## src/hw/rtl/harmonic_additive_synth_core_defines.svh

```systemverilog
// Assertion macros for the harmonic additive synthesizer.
// Used by the top level; expands to nothing under SYNTHESIS.
`ifndef HARMONIC_ADDITIVE_SYNTH_CORE_DEFINES_SVH
`define HARMONIC_ADDITIVE_SYNTH_CORE_DEFINES_SVH
`ifndef SYNTHESIS
`define HASS_ASSERT(lbl, prop) \
	lbl: assert property (@(posedge clk) disable iff (!arst_n) prop) \
		else $error("hass assertion failed");
`define HASS_ASSERT_NR(lbl, prop) \
	lbl: assert property (@(posedge clk) prop) \
		else $error("hass assertion failed");
`else
`define HASS_ASSERT(lbl, prop)
`define HASS_ASSERT_NR(lbl, prop)
`endif
`endif

```

## src/hw/rtl/hass_pkg.sv

```systemverilog
// Shared types and constants of the harmonic additive synthesizer.
// No dependencies; imported by hass_div, the top level, the checker and the testbench.
`default_nettype none
package hass_pkg;
	localparam int F0_W   = 18;
	localparam int AMP_W  = 16;
	localparam int WGT_W  = 16;
	localparam int NYQ_W  = 20;
	localparam int STEP_W = 32;
	localparam int ACC_W  = 40;

	localparam int DIV_NW = 35;
	localparam int DIV_DW = 25;
	localparam int DIV_QW = 18;

	localparam logic [1:0] FN_LOAD   = 2'd0;
	localparam logic [1:0] FN_FRAME  = 2'd1;
	localparam logic [1:0] FN_SAMPLE = 2'd2;

	localparam logic CFG_NYQ  = 1'b0;
	localparam logic CFG_STEP = 1'b1;

	localparam logic [NYQ_W-1:0]  NYQ_RST  = 20'd128000;
	localparam logic [STEP_W-1:0] STEP_RST = 32'd1099511628;

	localparam logic [31:0] C1 = 32'd1686629713;
	localparam logic [31:0] C3 = 32'd693598668;
	localparam logic [31:0] C5 = 32'd85569306;
	localparam logic [31:0] C7 = 32'd5026994;
	localparam logic [31:0] C9 = 32'd172272;

	typedef struct packed {
		logic [1:0]       func;
		logic [5:0]       harmonic_index;
		logic [WGT_W-1:0] weight;
		logic [AMP_W-1:0] amplitude;
		logic [F0_W-1:0]  fundamental;
	} in_beat_t;

	typedef struct packed {
		logic signed [15:0] sample;
		logic               last_in_frame;
	} out_beat_t;

	typedef struct packed {
		logic              start;
		logic [DIV_NW-1:0] num;
		logic [DIV_DW-1:0] den;
	} div_req_t;

	typedef struct packed {
		logic              busy;
		logic              done;
		logic [DIV_QW-1:0] quot;
	} div_resp_t;

	typedef enum logic [4:0] {
		ST_IDLE, ST_F1_RD, ST_F1_ACC, ST_F2_RD, ST_F2_MUL, ST_F2_DS, ST_F2_DW, ST_F_END,
		ST_S_FREQ, ST_R_M1, ST_R_M2, ST_R_DS, ST_R_DW, ST_R_Q, ST_S_INC, ST_S_PH,
		ST_H_RDP, ST_H_RDC, ST_H_AMP, ST_SN_X2, ST_SN_P9, ST_SN_P7, ST_SN_P5, ST_SN_P3,
		ST_SN_P1, ST_SN_S, ST_SN_ACC, ST_OUT
	} st_t;
endpackage
`default_nettype wire

```

## src/hw/rtl/hass_div.sv

```systemverilog
// Restoring divider, one quotient bit per cycle.
// Depends on hass_pkg for the request and response structs.
`default_nettype none
module hass_div import hass_pkg::*; (
	input  logic      clk,
	input  logic      arst_n,
	input  div_req_t  req,
	output div_resp_t resp
);
	localparam int SW = DIV_DW + DIV_QW - 1;
	localparam int CW = $clog2(DIV_QW);

	logic [DIV_NW-1:0] rem_q;
	logic [SW-1:0]     dsh_q;
	logic [DIV_QW-1:0] quot_q;
	logic [CW-1:0]     cnt_q;
	logic              busy_q;
	logic              done_q;
	logic              fits;

	assign fits = SW'(rem_q) >= dsh_q;

	always_ff @(posedge clk or negedge arst_n) begin
		if (!arst_n) begin
			busy_q <= 1'b0;
			done_q <= 1'b0;
			cnt_q  <= '0;
		end else begin
			done_q <= busy_q && (cnt_q == '0);
			if (req.start) begin
				busy_q <= 1'b1;
				cnt_q  <= CW'(DIV_QW - 1);
			end else if (busy_q) begin
				cnt_q <= cnt_q - 1'b1;
				if (cnt_q == '0) busy_q <= 1'b0;
			end
		end
	end

	always_ff @(posedge clk) begin
		if (req.start) begin
			rem_q <= req.num;
			dsh_q <= SW'(req.den) << (DIV_QW - 1);
		end else if (busy_q) begin
			if (fits) rem_q <= rem_q - DIV_NW'(dsh_q);
			quot_q <= {quot_q[DIV_QW-2:0], fits};
			dsh_q  <= dsh_q >> 1;
		end
	end

	assign resp = '{busy: busy_q, done: done_q, quot: quot_q};
endmodule
`default_nettype wire

```

## config.mk

```make
export PLATFORM = sky130hd
export DESIGN_NAME = hass_div
export DESIGN_NICKNAME = d
export VERILOG_FILES = /design/src/hw/rtl/harmonic_additive_synth_core_defines.svh /design/src/hw/rtl/hass_pkg.sv /design/src/hw/rtl/hass_div.sv
export SDC_FILE = /design/constraint.sdc
export NUM_CORES = 1
export LEC_CHECK = 0
export BUFFER_PORTS_ARGS = -buffer_cell sky130_fd_sc_hd__buf_2
export CAP_MARGIN = 20
export CORE_MARGIN = 10
export CORE_UTILIZATION = 56
export CTS_CLUSTER_DIAMETER = 150
export DETAILED_ROUTE_END_ITERATION = 10
export GPL_ROUTABILITY_DRIVEN = 0
export PLACE_DENSITY = 0.79
export SLEW_MARGIN = 20
export SYNTH_ARGS = -nofsm -noshare
export SYNTH_HDL_FRONTEND = slang
export SYNTH_SLANG_ARGS = --single-unit
```

## constraint.sdc

```tcl
create_clock -name clk -period 5 [get_ports clk]
set_clock_uncertainty 0.1 [all_clocks]
set_input_delay 0.25 -clock clk [delete_from_list [all_inputs] [get_ports clk]]
set_output_delay 0.25 -clock clk [all_outputs]
set_load 0.03 [all_outputs]
```

# Word level (Yosys, flattened, before mapping)
# Index checks and enable logic that the tools add are counted.
# Widths: inputs -> output; s select.
[word_totals]
register_bits = 102
output_inout_bits = 20
elab_cells = 27
[classes]
add_sub_neg = 2
order_cmp = 1
n_mux = 10
bitwise_logic = 1
n_reduce_logical = 6
[op_table]
columns = ["op", "n"]
rows = [
  ["$mux 35", 3],
  ["$mux 42", 2],
  ["$ge 35x42->1", 1],
  ["$sub 35x35->35", 1],
  ["$mux 5", 2],
  ["$logic_not 5->1", 1],
  ["$sub 5x1->5 const B", 1],
  ["$reduce_and 2->1", 2],
  ["$reduce_bool 2->1", 2],
  ["$mux 1", 3],
  ["$logic_and 1x1->1", 1],
  ["$not 1->1", 1],
]

# Logic depth before layout (Yosys ltp)
# Gate-level depths: netlist of the first run.
[logic_depth]
ltp_word = 4
ltp_mapped = 11
mapped_depth_nobuf = 11

# Worst setup path after synthesis of the first run
# No wires, ideal clock.
[synth_timing]
kind = "flip-flop to flip-flop"
startpoint = "register rem_q[0]"
endpoint = "register rem_q[0] (enable)"
arrival_ps = 2949
t_required_ps = 4509
slack_ps = 1561
path_stages_with_launch = 12
cell_sequence = "edfxtp_1 > inv_1 > ha_1 > fa_1 > nor2b_1 > o21bai_1 > a21oi_1 > o211ai_1 > a32oi_2 > a41oi_1 > o21ai_1 > a21o_1"
[synth_between]
elab_chain_cells = 3
[synth_rtl]
columns = ["element", "line_no", "text"]
rows = [
  ["start: declaration", "hass_div.sv:13", "logic [DIV_NW-1:0] rem_q;"],
  ["start signal: assignment", "hass_div.sv:42", "rem_q <= req.num;"],
  ["start signal: assignment", "hass_div.sv:45", "if (fits) rem_q <= rem_q - DIV_NW'(dsh_q);"],
  ["$ge 35x42->1", "hass_div.sv:21", "assign fits = SW'(rem_q) >= dsh_q;"],
  ["via fits", "hass_div.sv:19", "logic fits;"],
  ["$reduce_bool 2->1 (no source line)", "--", ""],
  ["$reduce_and 2->1 (no source line)", "--", ""],
]
# The timed path passes the listed nets, and every way through them passes these cells.
# A chain may end at the register's enable or synchronous reset.

# Worst setup path in the final report of the first run
[layout_timing]
startpoint = "register rem_q[0]"
endpoint = "register rem_q[9] (enable)"
# Same word-level chain as after synthesis.

==> flow_metrics.py, run 1 <==
metrics = {
    "power_and_ir_drop": {
        "p_int_uw": 1620,
        "ir_drop_uv": 161,
        "p_comb_frac": 0.372,
        "netSwitchingFraction": 0.355,
        "cellPowerDensity_mw_per_mm2": 378,
        "p_sw_uw": 893,
        "p_clk_frac": 0.191,
        "leakage_uw": 0.00286,
        "p_seq_frac": 0.438,
    },
    "yosys": {
        "synth_edf_count": 78,
        "ys.warnings.count": 0,
        "synth_cells": 600,
        "post-synth-top-count-cell": "edfxtp_1",
        "async_reset_ff_frac": 0.0686,
        "synth.largest_area_cell": "edfxtp_1",
        "synthFlopType": "edfxtp_1",
        "synth-seq-cells": 102,
        "seq_area_frac_synth": 0.477,
        "syn_nets": 701,
        "synth_top_area_frac": 0.391,
        "avgSynthCellArea_um2": 10.0,
        "yosysUniqueCellTypes": 63,
        "netlist_top_cells_area": "edfxtp_1 (39%), ha_1 (7.7%), dfxtp_1 (5.7%), nand2_1 (4.3%), o21ai_0 (3.8%)",
        "synth_common_cells": "edfxtp_1 (78), nand2_1 (69), inv_1 (47)",
        "netlist_area_mm2": 0.00600,
    },
    "place": {
        "placed_area_mm2": 0.00647,
        "placedCellCount": 790,
        "dp_hpwl_mm": 10.0,
        "port_buffers": 82,
    },
    "clocking": {
        "clk_path_buf_depth": 2,
        "clk_pin_slew_ps": 110,
        "clock_latency_ps": 380,
        "htree_levels": 3,
        "cts.sinks": 102,
        "cts_buffers": 9,
        "root_buffer": "clkbuf_8",
        "cts_setup_buffers": 0,
        "cts_tree": "built",
    },
    "drt": {
        "first_iter_violations": 336,
        "drc_errors": 0,
        "drtPass1Iterations": 5,
        "dr_total_vias": 4653,
        "wire_per_inst_um": 16.5,
        "ant_nets": 0,
        "drt_wl_total_mm": 13.3,
        "viasPerCell": 5.77,
    },
    "cells_and_area": {
        "fin_area_mm2": 0.00666,
        "n_antenna_cell": 0,
        "drive_above_1_share": 0.170,
        "syn_to_final_growth_pct": 11.1,
        "regArea_mm2": 0.00286,
        "multi_input_area_mm2": 0.00284,
        "fin_cells": 807,
        "filler_cell_count": 864,
        "fin_nets": 767,
    },
    "worst_hold_path": {
        "holdCritPathClass": "in -> reg",
        "worst_hold_path.endpoint": "dsh_q[28]",
        "holdPathStages": 3,
        "min_from": "req[11]",
    },
    "die": {
        "dieHeight_um": 123,
        "dieArea_mm2": 0.0152,
        "rows": 37,
        "core_area_mm2": 0.0104,
        "die_width_um": 123,
        "start_util": 0.578,
        "io_pins": 83,
    },
    "status": {
        "outcome": "finished, final reports clean",
    },
    "worst_setup_path": {
        "r2r_start": "rem_q[0]",
        "required_ps": 4940,
        "path_buf_inv": 2,
        "ff2ff_setup_slack_ps": 1250,
        "worstPathMaxFanout": 27,
        "cp-end-kind": "flop",
        "worstSetupPathType": "reg -> reg",
        "reg2reg_depth": 12,
        "r2r-end": "rem_q[9]",
        "slowest_stage": "buf_4",
        "max_stage_delay_ps": 430,
        "cp.arrival_ps": 3690,
        "crit_family": "compound AO/OA/AOI/OAI gates",
        "startpoint_type": "flop",
        "crit_path_cell_trace": "inv_1, ha_1, fa_1, nor2b_1, o21bai_1, a21oi_1, o211ai_1, a32oi_2, a41oi_1, o21ai_1, a21o_1, buf_4",
    },
    "timing": {
        "whs_ps": 40.6,
        "tightest_slew_ps": 748,
        "relSlewSlack": 0.502,
        "setup_viol": 0,
        "hold_violations": 0,
        "fin_crit_ps": 3750,
        "setup_tns_ps": 0,
        "rsz0062_at_grt": "false",
        "finalCritPeriodShare": 0.750,
        "maxClockFrequency_mhz": 267,
        "slew_viol_final": 0,
    },
    "global_routing": {
        "grt_usage": 0.176,
        "antenna_found_initial": 0,
        "grt_max_degree": 80,
        "grt_pass1_wl_mm": 22.0,
        "grt_pass1_vias": 4690,
        "gr-total-overflow": 0,
    },
    "flow_run": {
        "cap_violations": 0,
    },
}
cell usage in the layout, fill, tap and decap left out, drive strengths merged, types with 11 or more instances in the layout:
master   n
ha      37
edfxtp  78
xor2    14
xnor2   18
nor2    38
o21ai   48
nand2   69
clkbuf  11
inv     48
o31ai   23
a21o    16
a21oi   33
buf     85
mux2i   17
dfxtp   17
cell families after synthesis:
logic type               synth area share
AO/OA/AOI/OAI                       0.179
multiplexers                       0.0359
adder cells (fa/ha/maj)            0.0805
flip-flops                          0.477
XOR/XNOR                           0.0467
AND/OR/NAND/NOR                     0.129
buffers and inverters              0.0519
registers in the layout, summed over array words and instances, names as in the netlist:
signal and count:
dsh_q 42, rem_q 35, cnt_q 5, busy_q 1
quot_q 18, done_q 1
power by group through the flow:
| stage | clock network [µW] | logic, µW | registers [µW] |
|---|---|---|---|
| floorplan | 0 | 693 | 1130 |
| global placement | 0 | 888 | 1110 |
| detailed placement | 0 | 918 | 1120 |
| CTS | 485 | 926 | 1100 |
| global route | 520 | 1040 | 1110 |
| finish | 480 | 935 | 1100 |
area by class of cell:
type	instances	area share
repair buffers	86	0.0669
flip-flops and latches	102	0.429
well taps	136	0.0255
clock buffers	11	0.0197
inverters	47	0.0265
multi-input cells	420	0.426
clock inverters	5	0.00676
per-stage QoR:
step / power [µW] / setup WS [ps] / utilization
floorplan: 1830 / 1560 / -
finish: 2520 / 1250 / 0.642
global placement: 2000 / 1470 / 0.624
detailed placement: 2040 / 1290 / 0.624
CTS: 2510 / 1270 / 0.642
global route: 2670 / 945 / 0.642
repair_timing:
| action | CTS | global route |
|---|---|---|
| hold buffers | 1 | 0 |
| hold endpoints to repair | 7 | 0 |
| resized for setup | 0 | 0 |
how the worst max path moves through the flow:
| stage | slack (ps) | cells after the start | endpoint | from |
|---|---|---|---|---|
| after floorplan | 1560 | 11 | rem_q[0] | rem_q[0] |
| after global placement | 1470 | 12 | rem_q[13] | rem_q[0] |
| after detailed placement | 1290 | 12 | rem_q[16] | rem_q[0] |
| after CTS | 1270 | 12 | rem_q[18] | rem_q[0] |
| after global routing | 950 | 10 | rem_q[17] | rem_q[19] |
| final | 1250 | 12 | rem_q[9] | rem_q[0] |
worst min-delay path: stages:
cell     delay (ps)
buf_2            80
nand2_1          40
o31ai_1          50
routing by layer:
layer | share of wire | routed length, µm | track usage
met1 | 0.45 | 6020 | 0.227
met2 | 0.47 | 6210 | 0.282
met3 | 0.064 | 852 | 0.0469
met4 | 0.017 | 225 | 0.0611
met5 | 0 | 0 | 0
(Power assumes the default switching activity.)
==> inputs of run 2 (changes only) <==
--- a/config.mk
+++ b/config.mk
@@ -8,11 +8,11 @@
 export BUFFER_PORTS_ARGS = -buffer_cell sky130_fd_sc_hd__buf_2
 export CAP_MARGIN = 20
 export CORE_MARGIN = 10
-export CORE_UTILIZATION = 56
+export CORE_UTILIZATION = 53
 export CTS_CLUSTER_DIAMETER = 150
 export DETAILED_ROUTE_END_ITERATION = 10
 export GPL_ROUTABILITY_DRIVEN = 0
-export PLACE_DENSITY = 0.79
+export PLACE_DENSITY = 0.78
 export SLEW_MARGIN = 20
 export SYNTH_ARGS = -nofsm -noshare
 export SYNTH_HDL_FRONTEND = slang
==> constraint.sdc (replaced) <==
create_clock -name clk -period 3.3 [get_ports clk]
set_clock_uncertainty 0.1 [all_clocks]
set_input_delay 0.165 -clock clk [delete_from_list [all_inputs] [get_ports clk]]
set_output_delay 0.165 -clock clk [all_outputs]
set_load 0.03 [all_outputs]
==> run 2 against run 1 <==
  * Wire length increased by 6.5%
  * Critical endpoint unchanged
  * Sequential power rose by 52%
  * Hold slack worse by 36 ps
  * Die area rose by 4.7%
==> flow_metrics.py, run 2 (same netlist as run 1, synthesis figures left out) <==
metrics = {
    "status": {
        "outcome": "finished, final reports clean",
    },
    "drt": {
        "wire_per_inst_um": 16.8,
        "drtPass1Iterations": 5,
        "drc_errors": 0,
        "first_iter_violations": 399,
        "drt_wl_total_mm": 14.2,
        "ant_nets": 0,
        "viasPerCell": 5.70,
        "dr_total_vias": 4813,
    },
    "worst_setup_path": {
        "path_buf_inv": 2,
        "startpoint_type": "flop",
        "cp-end-kind": "flop",
        "worstSetupPathType": "reg -> reg",
        "crit_family": "compound AO/OA/AOI/OAI gates",
        "worstPathMaxFanout": 19,
        "slowest_stage": "fa_1",
        "max_stage_delay_ps": 410,
        "required_ps": 3260,
        "crit_path_cell_trace": "inv_1, ha_1, fa_1, nor2b_2, o21bai_1, a21oi_2, o211ai_1, a32oi_2, a41oi_1, o21ai_1, a21o_2, buf_12",
        "cp.arrival_ps": 3070,
    },
    "cells_and_area": {
        "syn_to_final_growth_pct": 19.0,
        "largestRegisters": "dsh_q x42, rem_q x35, quot_q x18",
        "fin_nets": 800,
        "top_register": "dsh_q",
        "mostFrequentLayoutCells": "buf_2 (81), edfxtp_1 (78), nand2_1 (69)",
        "layout_commonest_cell": "buf_2",
        "fin_cells": 844,
        "drive_above_1_share": 0.179,
        "largest_reg_flops": 42,
        "fin_area_mm2": 0.00714,
        "filler_cell_count": 863,
        "n_antenna_cell": 0,
    },
    "clocking": {
        "clk_pin_slew_ps": 70,
        "root_buffer": "clkbuf_16",
        "cts_tree": "built",
        "htree_levels": 3,
        "cts_buffers": 9,
        "clk_path_buf_depth": 2,
        "clock_latency_ps": 360,
        "cts.sinks": 102,
    },
    "timing": {
        "relSlewSlack": 0.549,
        "whs_ps": 4.96,
        "maxClockFrequency_mhz": 322,
        "slew_viol_final": 0,
        "tightest_slew_ps": 659,
        "hold_violations": 0,
        "setup_viol": 0,
        "setup_tns_ps": 0,
        "fin_crit_ps": 3110,
        "finalCritPeriodShare": 0.941,
    },
    "die": {
        "core_area_mm2": 0.0109,
        "die_width_um": 126,
        "io_pins": 83,
        "dieArea_mm2": 0.0160,
        "start_util": 0.548,
        "dieHeight_um": 126,
        "rows": 38,
    },
    "global_routing": {
        "grt_usage": 0.176,
        "grt_pass1_wl_mm": 23.5,
        "grt_pass1_vias": 4889,
        "grt_max_degree": 119,
        "antenna_found_initial": 0,
        "gr-total-overflow": 0,
    },
    "flow_run": {
        "cap_violations": 0,
    },
    "power_and_ir_drop": {
        "cellPowerDensity_mw_per_mm2": 587,
        "power.total_uw": 4190,
        "ir_drop_uv": 499,
        "leakage_uw": 0.00307,
    },
    "place": {
        "placedCellCount": 798,
        "dp_hpwl_mm": 10.3,
        "port_buffers": 82,
        "placed_area_mm2": 0.00654,
    },
    "worst_hold_path": {
        "holdCritPathClass": "in -> reg",
    },
}
==> run 2: cell count changes in the layout (fill, tap and decap cells not counted), sizes merged <==
| cell | change |
|---|---|
| buf | +6 |
| clkbuf | -2 |
| clkinv | -1 |
| dlygate4sd3 | +27 |
| inv | +3 |
==> run 2: per-stage QoR <==
stage                     utilization  setup slack, ps
final                           0.653              194
after global routing            0.653            -32.9
after CTS                       0.649             64.9
after detailed placement        0.598             85.9
after global placement          0.598              207
after floorplan                     -              153
==> run 2: timing repair <==
action	CTS	global route
hold buffers	27	1
endpoints found under the setup margin	0	35
endpoints found under the hold margin	33	1
gates resized for setup	0	3
setup buffers	0	2
==> run 2: per-layer routing <==
layer / share of wire / vias up / global-route usage
met5: 0 / - / 0
met4: 0.020 / 0 / 0.0616
met3: 0.068 / 24 / 0.0529
met2: 0.48 / 176 / 0.289
met1: 0.43 / 2237 / 0.215
li1: - / 2376 / -
==> run 2: where the power goes <==
part / total (µW) / internal, µW / switching, µW
Sequential: 1670 / 1600 / 72.1
Combinational: 1490 / 627 / 859
Clock: 1030 / 528 / 506
Total: 4190 / 2750 / 1440
==> run 2: worst min-delay path, stage by stage <==
cell     delay, ps
buf_2           80
nand2_1         50
o31ai_1         60
==> run 2: final timing paths <==
kind | slack, ps | endpoint | start | cells past startpoint
worst min register to register | 350 | quot_q[17] | quot_q[16] | 0
max in group asynchronous | 2880 | cnt_q[1] | arst_n | 2
worst max register to register | 190 | rem_q[9] | rem_q[0] | 12
worst min-delay path | 5 | dsh_q[24] | req[7] | 3
worst max-delay path | 190 | rem_q[9] | rem_q[0] | 12
min in group asynchronous | 70 | busy_q | arst_n | 2
==> run 2: cell type report <==
| cell class | instances | area [µm²] | share of cell area |
|---|---|---|---|
| sequential | 102 | 2860 | 0.400 |
| multi-input combinational | 420 | 2840 | 0.398 |
| timing repair buffer | 119 | 798 | 0.112 |
| clock buffer | 9 | 225 | 0.0316 |
| inverter | 47 | 176 | 0.0247 |
| tap | 140 | 175 | 0.0245 |
| clock inverter | 7 | 62.6 | 0.00876 |
